===== src/rtl/core/gbr_pkg.sv =====
package gbr_pkg;

    // Bits unpacked from one bitmap word
    localparam int BYTE_BITS = 8;
    localparam int LEFT_W    = $clog2(BYTE_BITS + 1);

    // Configuration port layout
    localparam int PADDR_W = 3;
    localparam int PDATA_W = 32;
    localparam int COLOR_W = 16;
    localparam logic [0:0] REG_DRAW_COLOR = 1'b0;

    // Input word, first field in the top bits
    typedef struct packed {
        logic [7:0] bitmap_byte;
        logic       glyph_start;
        logic [7:0] origin_x;
        logic [7:0] origin_y;
        logic [7:0] glyph_width;
        logic [7:0] glyph_height;
    } t_gbr_in;

    // Pixel write word
    typedef struct packed {
        logic [6:0]         pixel_x;
        logic [6:0]         pixel_y;
        logic [COLOR_W-1:0] pixel_color;
        logic               last_of_byte;
    } t_gbr_out;

    // Classified command handed from front to back
    typedef struct packed {
        logic [7:0] bits;
        logic       start;
        logic       empty;
        logic [7:0] origin_x;
        logic [7:0] origin_y;
        logic [7:0] w_last;
        logic [7:0] h_last;
    } t_gbr_cmd;

    // Queue status seen by the front and the back
    typedef struct packed {
        logic full;
        logic valid;
    } t_gbr_qstat;

endpackage


===== src/rtl/core/glyph_bitmap_rasterizer_core.sv =====
// Glyph bitmap rasterizer. Each input word carries one packed 1-bpp bitmap
// byte, unpacked MSB first across the glyph's width-by-height walk; every set
// bit inside the glyph becomes one pixel write at the origin plus column/row
// (mod 256, clamped to the display), in the color from register draw_color
// (APB address 0). The back end unpacks one bit per clock while the output
// register is free, whether a byte yields zero or eight writes; a byte that
// finishes its glyph stops at that bit, and a byte that lands after the glyph
// end or belongs to an empty glyph is retired at its first bit step. The output
// register takes one write per cycle while not stalled. Input words pass a
// two-entry queue, so up to two words can wait while pixel writes are stalled.
// The last_of_byte flag of a write is known only at the next set bit or at the
// end of its byte, so each write is held back until then.
module glyph_bitmap_rasterizer_core #(
    parameter int DISPLAY_WIDTH  = 128,
    parameter int DISPLAY_HEIGHT = 128
) (
    input  logic                        i_clk,
    input  logic                        i_rst_n,
    input  logic                        i_in_valid,
    output logic                        o_in_stall,
    input  gbr_pkg::t_gbr_in            i_in_data,
    output logic                        o_out_valid,
    input  logic                        i_out_stall,
    output gbr_pkg::t_gbr_out           o_out_data,
    input  logic                        psel,
    input  logic                        penable,
    input  logic                        pwrite,
    input  logic [gbr_pkg::PADDR_W-1:0] paddr,
    input  logic [gbr_pkg::PDATA_W-1:0] pwdata,
    output logic [gbr_pkg::PDATA_W-1:0] prdata,
    output logic                        pready
);
    import gbr_pkg::*;

    logic [COLOR_W-1:0] r_draw_color;
    logic               push;
    t_gbr_cmd           push_data;
    t_gbr_cmd           head;
    t_gbr_qstat         qstat;
    logic               pop;

    // Register file: write on the access phase, read back the color
    assign pready = 1'b1;
    always_ff @(posedge i_clk) begin
        if (!i_rst_n) begin
            r_draw_color <= '0;
        end else if (psel && penable && pwrite && pready &&
                     (paddr[PADDR_W-1] == REG_DRAW_COLOR)) begin
            r_draw_color <= pwdata[COLOR_W-1:0];
        end
    end

    always_comb begin
        prdata = '0;
        if (paddr[PADDR_W-1] == REG_DRAW_COLOR) begin
            prdata = {{(PDATA_W-COLOR_W){1'b0}}, r_draw_color};
        end
    end

    // Front: accept and classify words
    gbr_front u_front (
        .i_in_valid  (i_in_valid),
        .o_in_stall  (o_in_stall),
        .i_in_data   (i_in_data),
        .i_qstat     (qstat),
        .o_push      (push),
        .o_push_data (push_data)
    );

    // Queue between front and back
    gbr_fifo u_fifo (
        .i_clk       (i_clk),
        .i_rst_n     (i_rst_n),
        .i_push      (push),
        .i_push_data (push_data),
        .i_pop       (pop),
        .o_head      (head),
        .o_qstat     (qstat)
    );

    // Back: walk the glyph and issue pixel writes
    gbr_back #(
        .DISPLAY_WIDTH  (DISPLAY_WIDTH),
        .DISPLAY_HEIGHT (DISPLAY_HEIGHT)
    ) u_back (
        .i_clk        (i_clk),
        .i_rst_n      (i_rst_n),
        .i_fifo_valid (qstat.valid),
        .i_fifo_head  (head),
        .o_pop        (pop),
        .i_draw_color (r_draw_color),
        .o_out_valid  (o_out_valid),
        .i_out_stall  (i_out_stall),
        .o_out_data   (o_out_data)
    );

endmodule


===== src/rtl/core/gbr_front.sv =====
module gbr_front (
    input  logic              i_in_valid,
    output logic              o_in_stall,
    input  gbr_pkg::t_gbr_in  i_in_data,
    input  gbr_pkg::t_gbr_qstat i_qstat,
    output logic              o_push,
    output gbr_pkg::t_gbr_cmd o_push_data
);
    import gbr_pkg::*;

    // Hold the input off while the queue is full
    assign o_in_stall = i_qstat.full;
    assign o_push     = i_in_valid && !i_qstat.full;

    // Classify the word: flag empty glyphs, precompute last column and row
    always_comb begin
        o_push_data.bits     = i_in_data.bitmap_byte;
        o_push_data.start    = i_in_data.glyph_start;
        o_push_data.empty    = (i_in_data.glyph_width == 8'd0) ||
                               (i_in_data.glyph_height == 8'd0);
        o_push_data.origin_x = i_in_data.origin_x;
        o_push_data.origin_y = i_in_data.origin_y;
        o_push_data.w_last   = i_in_data.glyph_width - 8'd1;
        o_push_data.h_last   = i_in_data.glyph_height - 8'd1;
    end

endmodule


===== src/rtl/core/gbr_fifo.sv =====
module gbr_fifo (
    input  logic                i_clk,
    input  logic                i_rst_n,
    input  logic                i_push,
    input  gbr_pkg::t_gbr_cmd   i_push_data,
    input  logic                i_pop,
    output gbr_pkg::t_gbr_cmd   o_head,
    output gbr_pkg::t_gbr_qstat o_qstat
);
    import gbr_pkg::*;

    t_gbr_cmd   r_mem [2];
    logic       r_wr;
    logic       r_rd;
    logic [1:0] r_cnt;
    logic [1:0] n_cnt;

    assign o_qstat.full  = (r_cnt == 2'd2);
    assign o_qstat.valid = (r_cnt != 2'd0);
    assign o_head        = r_mem[r_rd];

    // Track occupancy
    always_comb begin
        n_cnt = r_cnt;
        if (i_push && !i_pop) begin
            n_cnt = r_cnt + 2'd1;
        end else if (i_pop && !i_push) begin
            n_cnt = r_cnt - 2'd1;
        end
    end

    // Advance pointers
    always_ff @(posedge i_clk) begin
        if (!i_rst_n) begin
            r_wr  <= 1'b0;
            r_rd  <= 1'b0;
            r_cnt <= 2'd0;
        end else begin
            r_cnt <= n_cnt;
            if (i_push) begin
                r_wr <= ~r_wr;
            end
            if (i_pop) begin
                r_rd <= ~r_rd;
            end
        end
    end

    // Store entries
    always_ff @(posedge i_clk) begin
        if (i_push) begin
            r_mem[r_wr] <= i_push_data;
        end
    end

endmodule


===== src/rtl/core/gbr_back.sv =====
module gbr_back #(
    parameter int DISPLAY_WIDTH  = 128,
    parameter int DISPLAY_HEIGHT = 128
) (
    input  logic                        i_clk,
    input  logic                        i_rst_n,
    input  logic                        i_fifo_valid,
    input  gbr_pkg::t_gbr_cmd           i_fifo_head,
    output logic                        o_pop,
    input  logic [gbr_pkg::COLOR_W-1:0] i_draw_color,
    output logic                        o_out_valid,
    input  logic                        i_out_stall,
    output gbr_pkg::t_gbr_out           o_out_data
);
    import gbr_pkg::*;

    localparam logic [8:0] X_LIM = 9'(DISPLAY_WIDTH);
    localparam logic [8:0] X_MAX = 9'(DISPLAY_WIDTH - 1);
    localparam logic [8:0] Y_LIM = 9'(DISPLAY_HEIGHT);
    localparam logic [8:0] Y_MAX = 9'(DISPLAY_HEIGHT - 1);

    // Current word and glyph walk state
    t_gbr_cmd          r_cur, n_cur;
    logic              r_cur_valid, n_cur_valid;
    logic [LEFT_W-1:0] r_left, n_left;
    logic [7:0]        r_col, n_col;
    logic [7:0]        r_row, n_row;
    logic              r_done, n_done;

    // One pixel held back until it is known whether it ends its word
    logic              r_pend_valid, n_pend_valid;
    logic              r_pend_last, n_pend_last;
    logic [6:0]        r_pend_x, n_pend_x;
    logic [6:0]        r_pend_y, n_pend_y;

    // Output register
    logic              r_out_valid, n_out_valid;
    t_gbr_out          r_out, n_out;

    logic       out_free;
    logic       step;
    logic       skip;
    logic       emit;
    logic       col_wrap;
    logic       row_wrap;
    logic       byte_end;
    logic       load;
    logic       out_now;
    logic [7:0] sum_x;
    logic [7:0] sum_y;
    logic [6:0] pix_x;
    logic [6:0] pix_y;

    // Decide what the walk does this cycle
    always_comb begin
        out_free = !r_out_valid || !i_out_stall;
        step     = r_cur_valid && out_free;
        skip     = r_cur.empty || r_done;
        emit     = step && !skip && r_cur.bits[BYTE_BITS-1];
        col_wrap = (r_col >= r_cur.w_last);
        row_wrap = (r_row >= r_cur.h_last);
        byte_end = step && (skip || (col_wrap && row_wrap) ||
                            (r_left == LEFT_W'(1)));
        load     = out_free && i_fifo_valid && (!r_cur_valid || byte_end);
        out_now  = out_free && r_pend_valid && (r_pend_last || emit || byte_end);
    end

    assign o_pop = load;

    // Clamp the glyph coordinate to the display
    always_comb begin
        sum_x = r_cur.origin_x + r_col;
        sum_y = r_cur.origin_y + r_row;
        pix_x = ({1'b0, sum_x} >= X_LIM) ? X_MAX[6:0] : sum_x[6:0];
        pix_y = ({1'b0, sum_y} >= Y_LIM) ? Y_MAX[6:0] : sum_y[6:0];
    end

    // Next state of the walk and the current word
    always_comb begin
        n_cur       = r_cur;
        n_cur_valid = r_cur_valid;
        n_left      = r_left;
        n_col       = r_col;
        n_row       = r_row;
        n_done      = r_done;
        if (step) begin
            n_cur.bits = {r_cur.bits[BYTE_BITS-2:0], 1'b0};
            n_left     = r_left - LEFT_W'(1);
            if (skip) begin
                if (r_cur.empty) begin
                    n_done = 1'b1;
                end
            end else if (col_wrap) begin
                n_col = 8'd0;
                if (row_wrap) begin
                    n_row  = 8'd0;
                    n_done = 1'b1;
                end else begin
                    n_row = r_row + 8'd1;
                end
            end else begin
                n_col = r_col + 8'd1;
            end
            if (byte_end) begin
                n_cur_valid = 1'b0;
            end
        end
        // Take the next word; a start flag clears the walk first
        if (load) begin
            n_cur       = i_fifo_head;
            n_cur_valid = 1'b1;
            n_left      = LEFT_W'(BYTE_BITS);
            if (i_fifo_head.start) begin
                n_col  = 8'd0;
                n_row  = 8'd0;
                n_done = 1'b0;
            end
        end
    end

    // Next state of the held pixel and the output register
    always_comb begin
        n_pend_valid = r_pend_valid;
        n_pend_last  = r_pend_last;
        n_pend_x     = r_pend_x;
        n_pend_y     = r_pend_y;
        n_out_valid  = r_out_valid;
        n_out        = r_out;
        if (emit) begin
            n_pend_valid = 1'b1;
            n_pend_last  = byte_end;
            n_pend_x     = pix_x;
            n_pend_y     = pix_y;
        end else if (out_now) begin
            n_pend_valid = 1'b0;
        end
        if (out_free) begin
            n_out_valid       = out_now;
            n_out.pixel_x     = r_pend_x;
            n_out.pixel_y     = r_pend_y;
            n_out.pixel_color = i_draw_color;
            n_out.last_of_byte = r_pend_last || !emit;
        end
    end

    // Control registers
    always_ff @(posedge i_clk) begin
        if (!i_rst_n) begin
            r_cur_valid  <= 1'b0;
            r_left       <= '0;
            r_col        <= 8'd0;
            r_row        <= 8'd0;
            r_done       <= 1'b0;
            r_pend_valid <= 1'b0;
            r_pend_last  <= 1'b0;
            r_out_valid  <= 1'b0;
        end else begin
            r_cur_valid  <= n_cur_valid;
            r_left       <= n_left;
            r_col        <= n_col;
            r_row        <= n_row;
            r_done       <= n_done;
            r_pend_valid <= n_pend_valid;
            r_pend_last  <= n_pend_last;
            r_out_valid  <= n_out_valid;
        end
    end

    // Payload registers
    always_ff @(posedge i_clk) begin
        r_cur    <= n_cur;
        r_pend_x <= n_pend_x;
        r_pend_y <= n_pend_y;
        r_out    <= n_out;
    end

    assign o_out_valid = r_out_valid;
    assign o_out_data  = r_out;

    // A word in work has between one and eight bits left
    a_left_range: assert property (@(posedge i_clk) disable iff (!i_rst_n)
        r_cur_valid |-> (r_left != '0) && (r_left <= LEFT_W'(BYTE_BITS)))
        else $error("bit count out of range");

    // A held pixel that closes its word leaves at once when the output is free
    a_last_flush: assert property (@(posedge i_clk) disable iff (!i_rst_n)
        (r_pend_valid && r_pend_last && !r_out_valid)
            |=> (r_out_valid && r_out.last_of_byte))
        else $error("closing pixel not flushed");

    // A new pixel of the same word pushes the held one out as not last
    a_mid_write: assert property (@(posedge i_clk) disable iff (!i_rst_n)
        (emit && r_pend_valid && !r_pend_last)
            |=> (r_out_valid && !r_out.last_of_byte))
        else $error("middle pixel marked last");

endmodule


===== config.mk =====
export PLATFORM = sky130hd
export DESIGN_NAME = glyph_bitmap_rasterizer_core
export DESIGN_NICKNAME = d
export VERILOG_FILES = /design/src/rtl/core/gbr_pkg.sv /design/src/rtl/core/glyph_bitmap_rasterizer_core.sv /design/src/rtl/core/gbr_front.sv /design/src/rtl/core/gbr_fifo.sv /design/src/rtl/core/gbr_back.sv
export SDC_FILE = /design/constraint.sdc
export NUM_CORES = 1
export LEC_CHECK = 0
export CAP_MARGIN = 0
export CORE_UTILIZATION = 60
export DETAILED_ROUTE_END_ITERATION = 12
export DONT_BUFFER_PORTS = 1
export PLACE_DENSITY_LB_ADDON = 0.12
export RECOVER_POWER = 100
export SLEW_MARGIN = 20
export SYNTH_ARGS = -nofsm -noshare
export SYNTH_HDL_FRONTEND = slang
export SYNTH_SLANG_ARGS = --single-unit

===== constraint.sdc =====
create_clock -name i_clk -period 10.15 [get_ports i_clk]
set_clock_uncertainty 0.2 [all_clocks]
set_input_delay 0 -clock i_clk [delete_from_list [all_inputs] [get_ports i_clk]]
set_output_delay 0 -clock i_clk [all_outputs]
set_load 0.05 [all_outputs]

Word level (Yosys, flattened, before mapping) --
Memory sizes are Yosys's and may differ from the RTL's. A register that Yosys moved wholly into a read port is not among the register bits. Cells that the tools add are included.
Storage, ports and cells: register bits 132, memory bits (writable) 84, output and inout port bits 66, memories 1
Cells by class: add/subtract/negate cells 9, magnitude comparators 4, equality and inequality tests 2, mux-type cells 34, bitwise gates (word level) 4, reductions and logical operators 41
Memories:
- u_fifo.r_mem | words 2, width 42, read ports 1, clocked after Yosys merged registers in 1, wr ports 1, RTL line gbr_fifo.sv:12 | t_gbr_cmd r_mem [2];
Operators with widths (number):
- 2-to-1 mux 8 bit | 12
- 2-to-1 mux 42 bit | 1
- adder 8 x 1 -> 8 bit (second input constant) | 2
- adder 8 bit | 2
- >= comparator 8 bit | 2
- >= comparator 8 bit (second input constant) | 2
- zero test 8 bit | 2
- 2-to-1 mux 1 bit | 16
- 2-to-1 mux 16 bit | 1
- subtractor 8 x 1 -> 8 bit (second input constant) | 2
- logical AND 1 bit | 15
- nonzero test 2 bit | 5
- logical OR 1 bit | 9
- zero test 1 bit | 8
- 2-to-1 mux 4 bit | 2
- equality test 4 x 1 -> 1 bit (second input constant) | 1
- 2-to-1 mux 2 bit | 2
- inverter 1 bit | 4
- subtractor 4 x 1 -> 4 bit (second input constant) | 1
- adder 2 x 1 -> 2 bit (second input constant) | 1
- equality test 2 bit (second input constant) | 1
- AND reduction 2 bit | 1
- OR reduction 2 bit | 1
- subtractor 2 x 1 -> 2 bit (second input constant) | 1

Depth between registers and ports, before layout --
Gate-level depths: netlist of run 1.
word-level depth 10, depth in mapped cells 12, depth with buffers taken out 11

Modules after synthesis --
A second synthesis of run 1 with hierarchy kept.
Second synthesis, totals: cells, all modules 733, area, all modules 9803.2 sq um
By module, submodules not included:
- gbr_back | instances 1, cells an instance 402, area each 5157.4 sq um, sequential area each 3083.0 sq um
- gbr_fifo | instances 1, cells an instance 153, area each 3251.9 sq um, sequential area each 2622.5 sq um
- glyph_bitmap_rasterizer_core | instances 1, cells an instance 106, area each 907.1 sq um, sequential area each 320.3 sq um
- gbr_front | instances 1, cells an instance 72, area each 486.7 sq um, sequential area each 0.0 sq um

Worst setup path after synthesis of run 1 --
OpenSTA, ideal clock, no wires.
path type register to register, start reg u_back.r_out_valid (netlist: u_back.o_out_valid), end reg u_fifo.r_cnt[1], setup time 0.070 ns, data arrival time 3.458 ns, data required time 9.880 ns, slack 6.422 ns, cell stages (with the launch flop) 11, buffers on the path 2, clock period less this slack 3.728 ns, path through dfxtp_1 -> and2_1 -> clkbuf_1 -> inv_1 -> o21ai_0 -> nor3_2 -> buf_6 -> inv_1 -> ha_1 -> or3_1 -> a21oi_1
On the way: cells in the longest elaborated chain, start to end 9
RTL lines:
- start, declared | RTL line gbr_back.sv:37 | logic r_out_valid, n_out_valid;
- start signal, assigned | RTL line gbr_back.sv:165 | r_out_valid <= n_out_valid;
- zero test 1 bit * | RTL line gbr_back.sv:56 | out_free = !r_out_valid || !i_out_stall;
- logical OR 1 bit * | RTL line gbr_back.sv:56
- net u_back.out_free | RTL line gbr_back.sv:40 | logic out_free;
- logical AND 1 bit | RTL line gbr_back.sv:57 | step = r_cur_valid && out_free;
- logical AND 1 bit | RTL line gbr_back.sv:62 | byte_end = step && (skip || (col_wrap && row_wrap) ||
- logical OR 1 bit | RTL line gbr_back.sv:64 | load = out_free && i_fifo_valid && (!r_cur_valid || byte_end);
- logical AND 1 bit * | RTL line gbr_back.sv:64
- net pop | RTL line glyph_bitmap_rasterizer_core.sv:40 | logic pop;
- zero test 1 bit | RTL line gbr_fifo.sv:25 | if (i_push && !i_pop) begin
- logical AND 1 bit | RTL line gbr_fifo.sv:25
- 2-to-1 mux 2 bit or nonzero test 2 bit (tied branches)
- end signal, assigned | RTL line gbr_fifo.sv:39 | r_cnt <= n_cnt;
- end, declared | RTL line gbr_fifo.sv:15 | logic [1:0] r_cnt;
Mark *: on every way through the listed nets, which the timed path passes. The rest lies on a longest branch. A chain may end at the register's enable or synchronous reset.

==> results of run 1 <==
[power by group through the flow]
stage | Clock (mW) | Combinational [mW] | Sequential (mW)
CTS | 0.791 | 0.598 | 1.32
global placement | 0 | 0.534 | 1.33
detailed placement | 0 | 0.557 | 1.33
finish | 0.780 | 0.590 | 1.32
floorplan | 0 | 0.473 | 1.27
global route | 0.825 | 0.654 | 1.34
[sequential cells by signal, summed over array words and instances, names as in the netlist, named ones only]
signal	count
r_draw_color	16
u_back.o_out_data	31
u_back.o_out_valid	1
u_back.r_col	8
u_back.r_cur	41
u_back.r_cur_valid	1
u_back.r_done	1
u_back.r_left	4
u_back.r_pend_last	1
u_back.r_pend_valid	1
u_back.r_pend_x	7
u_back.r_pend_y	7
u_back.r_row	8
u_fifo.r_cnt	2
u_fifo.r_mem	84
u_fifo.r_rd	1
u_fifo.r_wr	1
[cell usage in the layout, fill, tap and decap left out, types with 21 or more instances in the layout]
master         instances
xor2_1                21
edfxtp_1             170
inv_1                 35
ha_1                  38
nor2b_1               22
a21oi_1               35
dfxtp_1               46
dlygate4sd3_1        113
mux2_2                43
clkbuf_16             23
nor2_1                23
nand2_1               51
[critical path, cell delays in order (launching register included)]
cell	delay, ns
dfxtp_1	0.45
inv_1	0.12
ha_1	0.29
nor2b_1	0.04
o21ai_0	0.78
a211oi_1	0.36
nor3_4	0.21
clkbuf_1	1.83
mux2_2	0.46
[metal layers]
layer,vias to the layer above,GRT usage,wire length [um]
met1,2807,0.278,7580
met5,-,0,0
li1,2812,-,-
met3,37,0.0377,944
met2,200,0.440,9570
met4,0,0.0875,419
[worst max-delay path by stage]
stage	start	to	slack [ns]	depth (start not counted)
floorplan	u_back.o_out_valid	u_fifo.r_cnt[1]	6.42	10
global placement	u_back.r_row[0]	u_back.r_cur[35]	6.85	8
detailed placement	u_back.r_row[0]	u_back.r_cur[35]	6.81	8
CTS	u_back.r_row[0]	u_back.r_cur[35]	6.75	8
global route	u_back.r_row[0]	u_back.r_cur[38]	4.75	8
finish	u_back.r_row[0]	u_back.r_cur[37]	5.10	8
[through the flow]
stage               power [mW]  instances  setup slack, ns  area, um2   util
global placement          1.86        892             6.85       9580  0.628
finish                    2.69       1046             5.10      11400  0.746
global route              2.82       1046             4.75      11400  0.746
detailed placement        1.89        892             6.81       9580  0.628
CTS                       2.71       1044             6.75      11400  0.747
floorplan                 1.75        718             6.42       9510      -
[cell usage after synthesis, drive strengths merged, types with 4 or more instances]
cell and count:
a211oi 19, nor4 7, buf 22, o21ai 15, inv 35, o31ai 8, a21oi 35, nand2b 6
clkbuf 19, and3 6, o21a 4, nand2 51, nand4 9, nor3 15, ha 38, dfxtp 46
or4 5, nor2b 22, nand3b 6, nor2 24, or3 5, edfxtp 170, xor2 21, xnor2 12
nand3 16, mux2 48
[kinds of logic (layout without fill, tap and decap cells)]
family / Yosys count / after routing / synth area share
AOI/OAI and AO/OA: 105 / 105 / 0.0761
xor gates and xnor gates: 33 / 33 / 0.0306
adders and majority gates: 40 / 40 / 0.0546
buffers and inverters: 76 / 193 / 0.0388
DFF: 216 / 216 / 0.638
muxes: 51 / 51 / 0.0604
other: 2 / 17 / 0.000795
and+or+nand+nor: 180 / 180 / 0.101
[final cells by class]
| cell class | count | area [um2] | area share |
|---|---|---|---|
| clock inverter | 12 | 106 | 0.00935 |
| timing repair buffer | 118 | 1150 | 0.101 |
| clock buffer | 28 | 594 | 0.0522 |
| multi-input combinational | 426 | 3100 | 0.273 |
| inverter | 35 | 131 | 0.0115 |
| sequential | 216 | 6030 | 0.530 |
| tap | 211 | 264 | 0.0232 |
[repair_timing]
item	in CTS	in global routing
endpoints found under the hold margin	143	17
gates resized for setup	0	0
hold buffers	112	1
==> out/qor.txt, run 1 <==
DIE WIDTH -> 127 um
Switching Power -> 784 uW
Final Setup Violations -> 0
reg2reg end -> u_back.r_cur[37]
Root Buffer -> clkbuf_16
die area -> 0.0163 mm2
# fillers -> 953
CTS tree -> yes
post-synthesis sequential area ratio -> 0.638
CTS buffer count -> 22
Min-Delay Path Class -> input port to flip-flop
Initial Utilization -> 0.619
status -> finished with violations
r2r startpoint -> u_back.r_row[0]
final worst path period share -> 0.497
Slew headroom -> -0.760
final hold vios -> 0
FP Rows -> 45
yosys warns -> 0
minimum clock period after layout -> 5.05 ns
Main synth FF type -> edfxtp_1
worst-path fanout max -> 46
CTS clock-pin slew for the worst setup and hold paths -> 0.06 ns
critical path type -> flip-flop to flip-flop
Sequential Power Share -> 0.491
worst endpoint required time -> 10.19 ns
RSZ-0062 raised after global routing -> no
Die H -> 127 um
DP HPWL -> 10.9 mm
post-CTS setup buffers -> 0
synthesized flop and latch total -> 216
synthesized area -> 0.00945 mm2
total power per unit cell area -> 237 mW/mm2
number of port buffers -> 0
arrival time at the worst endpoint -> 5.08 ns
element type at the critical path end -> flip-flop
Net Sw Frac -> 0.291
area fraction of the dominant cell type after synthesis -> 0.540
maximum number of pins on one net before global-route repair -> 47
hold_sp -> pwrite
Worst R2R Path Depth -> 8
first-pass GRT wire length -> 30.0 mm
drt total wl -> 18.5 mm
Area growth syn-to-layout -> 20.4%
Total Neg Setup Slack -> 0 ns
layout cell share with drive strength beyond 1 -> 0.104
Tot GR Track Use -> 0.238
Boundary Pins -> 149
H-Tree Depth -> 1
worst hold margin -> 0.0198 ns
nets@finish -> 942
Post-synth EDFFs -> 170
r2r setup slk -> 5.10 ns
Antenna Nets Post-Route -> 0
GP Congestion -> 0.863
DR pass1 iterations -> 5
syn avg cell area -> 13.4 um2
max frequency -> 198 MHz
core footprint -> 0.0153 mm2
maximum vdd drop -> 0.145 mV
max cap viols -> 5
cell count after synthesis -> 703
vias in the first global route -> 6100
WHS Endpoint -> r_draw_color[2]
post-synth cell types -> 61
diode count -> 0
Slew Limit Fails -> 184
Cell Int Power -> 1.91 mW
# clock sinks -> 216
Vias per Instance -> 5.60
WL/cell -> 17.7 um
top cells by area, synth -> edfxtp_1 (54%), dfxtp_1 (9.7%), mux2_2 (5.5%)
post-synth top area cell -> edfxtp_1
Worst Tran Pin Value -> 2.64 ns
Clk pwr share -> 0.290
# DRC -> 0
hold depth -> 3
CP Launch Type -> flip-flop
clock buffer depth -> 3
initial antenna violation count -> 0
failing checks -> max-capacitance violations, max-slew violations
ys async rst share -> 0
leakage -> 4.15 nW
Worst-Skew Late Latency -> 0.50 ns
drt initial violations -> 253
Logic pwr share -> 0.219
Vias -> 5856
gr ovfl total -> 0
(Power assumes the default switching activity.)
==> run 2, diff against run 1 <==
- CORE_UTILIZATION: 60 -> 57
- clock period: 10.15 -> 4.4 ns (I/O delays scaled with it)
==> run 2 against run 1 <==
The run still ends with max-capacitance violations, max-slew violations left. Global-route usage shrank 1.5 points. Sequential cell count did not move. Total power grew 130%. Via count grew 1.3%. Clock power rose by 130%. Sequential share of layout area rose by 0.058 points. Count of clock-buffer cells in the layout decreased by 3. Critical path depth unchanged. Critical path type unchanged. Largest power group unchanged. Highest routed layer unchanged.
==> out/qor.txt, run 2 (synthesis results as in run 1) <==
post-cts sizing count -> 0
fin util -> 0.708
die area -> 0.0171 mm2
# fillers -> 1049
maximum number of pins on one net before global-route repair -> 47
Total Neg Setup Slack -> 0 ns
FP Rows -> 46
nets@finish -> 941
Slew headroom -> -0.706
Die H -> 131 um
RSZ-0062 raised after global routing -> no
DP HPWL -> 11.2 mm
Pwr Total -> 6.19 mW
initial antenna violation count -> 0
Worst-Skew Late Latency -> 0.50 ns
minimum clock period after layout -> 3.74 ns
CTS tree -> yes
Most flops, register -> u_fifo.r_mem
CTS buffer count -> 22
GP Congestion -> 0.816
Slew Limit Fails -> 162
gr ovfl total -> 0
total power per unit cell area -> 545 mW/mm2
first-pass GRT wire length -> 29.5 mm
max reg flops -> 84
post-CTS setup buffers -> 0
element type at the critical path end -> flip-flop
WL/cell -> 17.5 um
final worst path period share -> 0.849
worst endpoint required time -> 4.45 ns
Area growth syn-to-layout -> 20.3%
# clock sinks -> 216
layout cell share with drive strength beyond 1 -> 0.108
Worst Tran Pin Value -> 2.56 ns
Vias -> 5930
Post-CTS Hold Buffers -> 109
Boundary Pins -> 149
core footprint -> 0.0161 mm2
maximum vdd drop -> 0.326 mV
Initial Utilization -> 0.588
number of port buffers -> 0
drt initial violations -> 375
leakage -> 4.13 nW
most frequent cells in the layout -> edfxtp_1 (170), dlygate4sd3_1 (110), nand2_1 (51), dfxtp_1 (46), mux2_2 (42)
leading cell type in the layout, fill and taps excluded -> edfxtp_1
CP cell instances -> inv_1, ha_1, nor2b_1, o21ai_0, a211oi_1, nor3_4, buf_4, mux2_2
DR pass1 iterations -> 5
critical path type -> flip-flop to flip-flop
status -> finished with violations
Buf/Inv on CP -> 2
arrival time at the worst endpoint -> 3.78 ns
Root Buffer -> clkbuf_16
drt total wl -> 18.3 mm
vias in the first global route -> 5978
Tot GR Track Use -> 0.222
Min-Delay Path Class -> input port to flip-flop
crit-path max cell delay -> 0.83 ns
Final Setup Violations -> 0
Slowest-stage cell, CP -> o21ai_0
H-Tree Depth -> 1
DIE WIDTH -> 131 um
Vias per Instance -> 5.65
CP Launch Type -> flip-flop
clock buffer depth -> 3
# DRC -> 0
CTS clock-pin slew for the worst setup and hold paths -> 0.06 ns
failing checks -> max-capacitance violations, max-slew violations
Antenna Nets Post-Route -> 0
max cap viols -> 5
diode count -> 0
max frequency -> 268 MHz
worst-path fanout max -> 46
final hold vios -> 0
top cell family by delay on the critical path -> compound AO/OA/AOI/OAI gates
==> run 2: changes by cell type in the layout (fill, tap and decap cells not counted), sizes merged <==
| cell | previous run | this run |
|---|---|---|
| clkbuf | 32 | 29 |
| buf | 1 | 3 |
| dlygate4sd3 | 113 | 110 |
| clkinvlp | 1 | 3 |
==> run 2: final cells by class <==
type                    instances  area (um2)  area share
repair buffers                117        1140       0.100
clock inverters                14         124      0.0109
inverters                      35         131      0.0116
multi-input cells             426        3090       0.272
well taps                     216         270      0.0238
clock buffers                  25         583      0.0513
flip-flops and latches        216        6030       0.530
==> run 2: path summary, 6_finish.rpt <==
kind / start / depth (start not counted) / slack (ns) / to
max: u_back.r_row[0] / 8 / 0.66 / u_back.r_cur[37]
max reg2reg: u_back.r_row[0] / 8 / 0.66 / u_back.r_cur[37]
min: pwrite / 3 / 0.04 / r_draw_color[2]
min reg2reg: u_back.r_pend_x[0] / 0 / 0.22 / u_back.o_out_data[24]
==> run 2: per-layer routing <==
layer | GRT usage | wire (um) | vias to the layer above
li1 | - | - | 2819
met5 | 0 | 0 | -
met4 | 0.0764 | 478 | 0
met3 | 0.0330 | 963 | 40
met2 | 0.393 | 9210 | 187
met1 | 0.280 | 7680 | 2884
==> run 2: power by group <==
| group | switching, mW | total [mW] | internal, mW | leakage (nW) |
|---|---|---|---|---|
| Sequential | 0.233 | 2.97 | 2.74 | 2.03 |
| Clock | 0.743 | 1.81 | 1.07 | 0.343 |
| Combinational | 0.837 | 1.41 | 0.573 | 1.76 |
| Total | 1.81 | 6.19 | 4.38 | 4.13 |
==> run 2: per-stage QoR <==
stage	setup slack, ns	cell area, um2	hold WS [ns]	cells
finish	0.665	11400	0.0424	1049
detailed placement	1.03	9620	-0.101	900
global route	0.444	11400	0.115	1049
global placement	1.08	9600	-0.101	899
CTS	1.01	11400	0.00244	1048
floorplan	0.672	9510	-0.101	718
==> run 2: worst reg2reg max path, cell delays in order (launching register included) <==
cell      delay (ns)
dfxtp_1         0.46
inv_1           0.10
ha_1            0.29
nor2b_1         0.04
o21ai_0         0.83
a211oi_1        0.41
nor3_4          0.23
buf_4           0.51
mux2_2          0.42
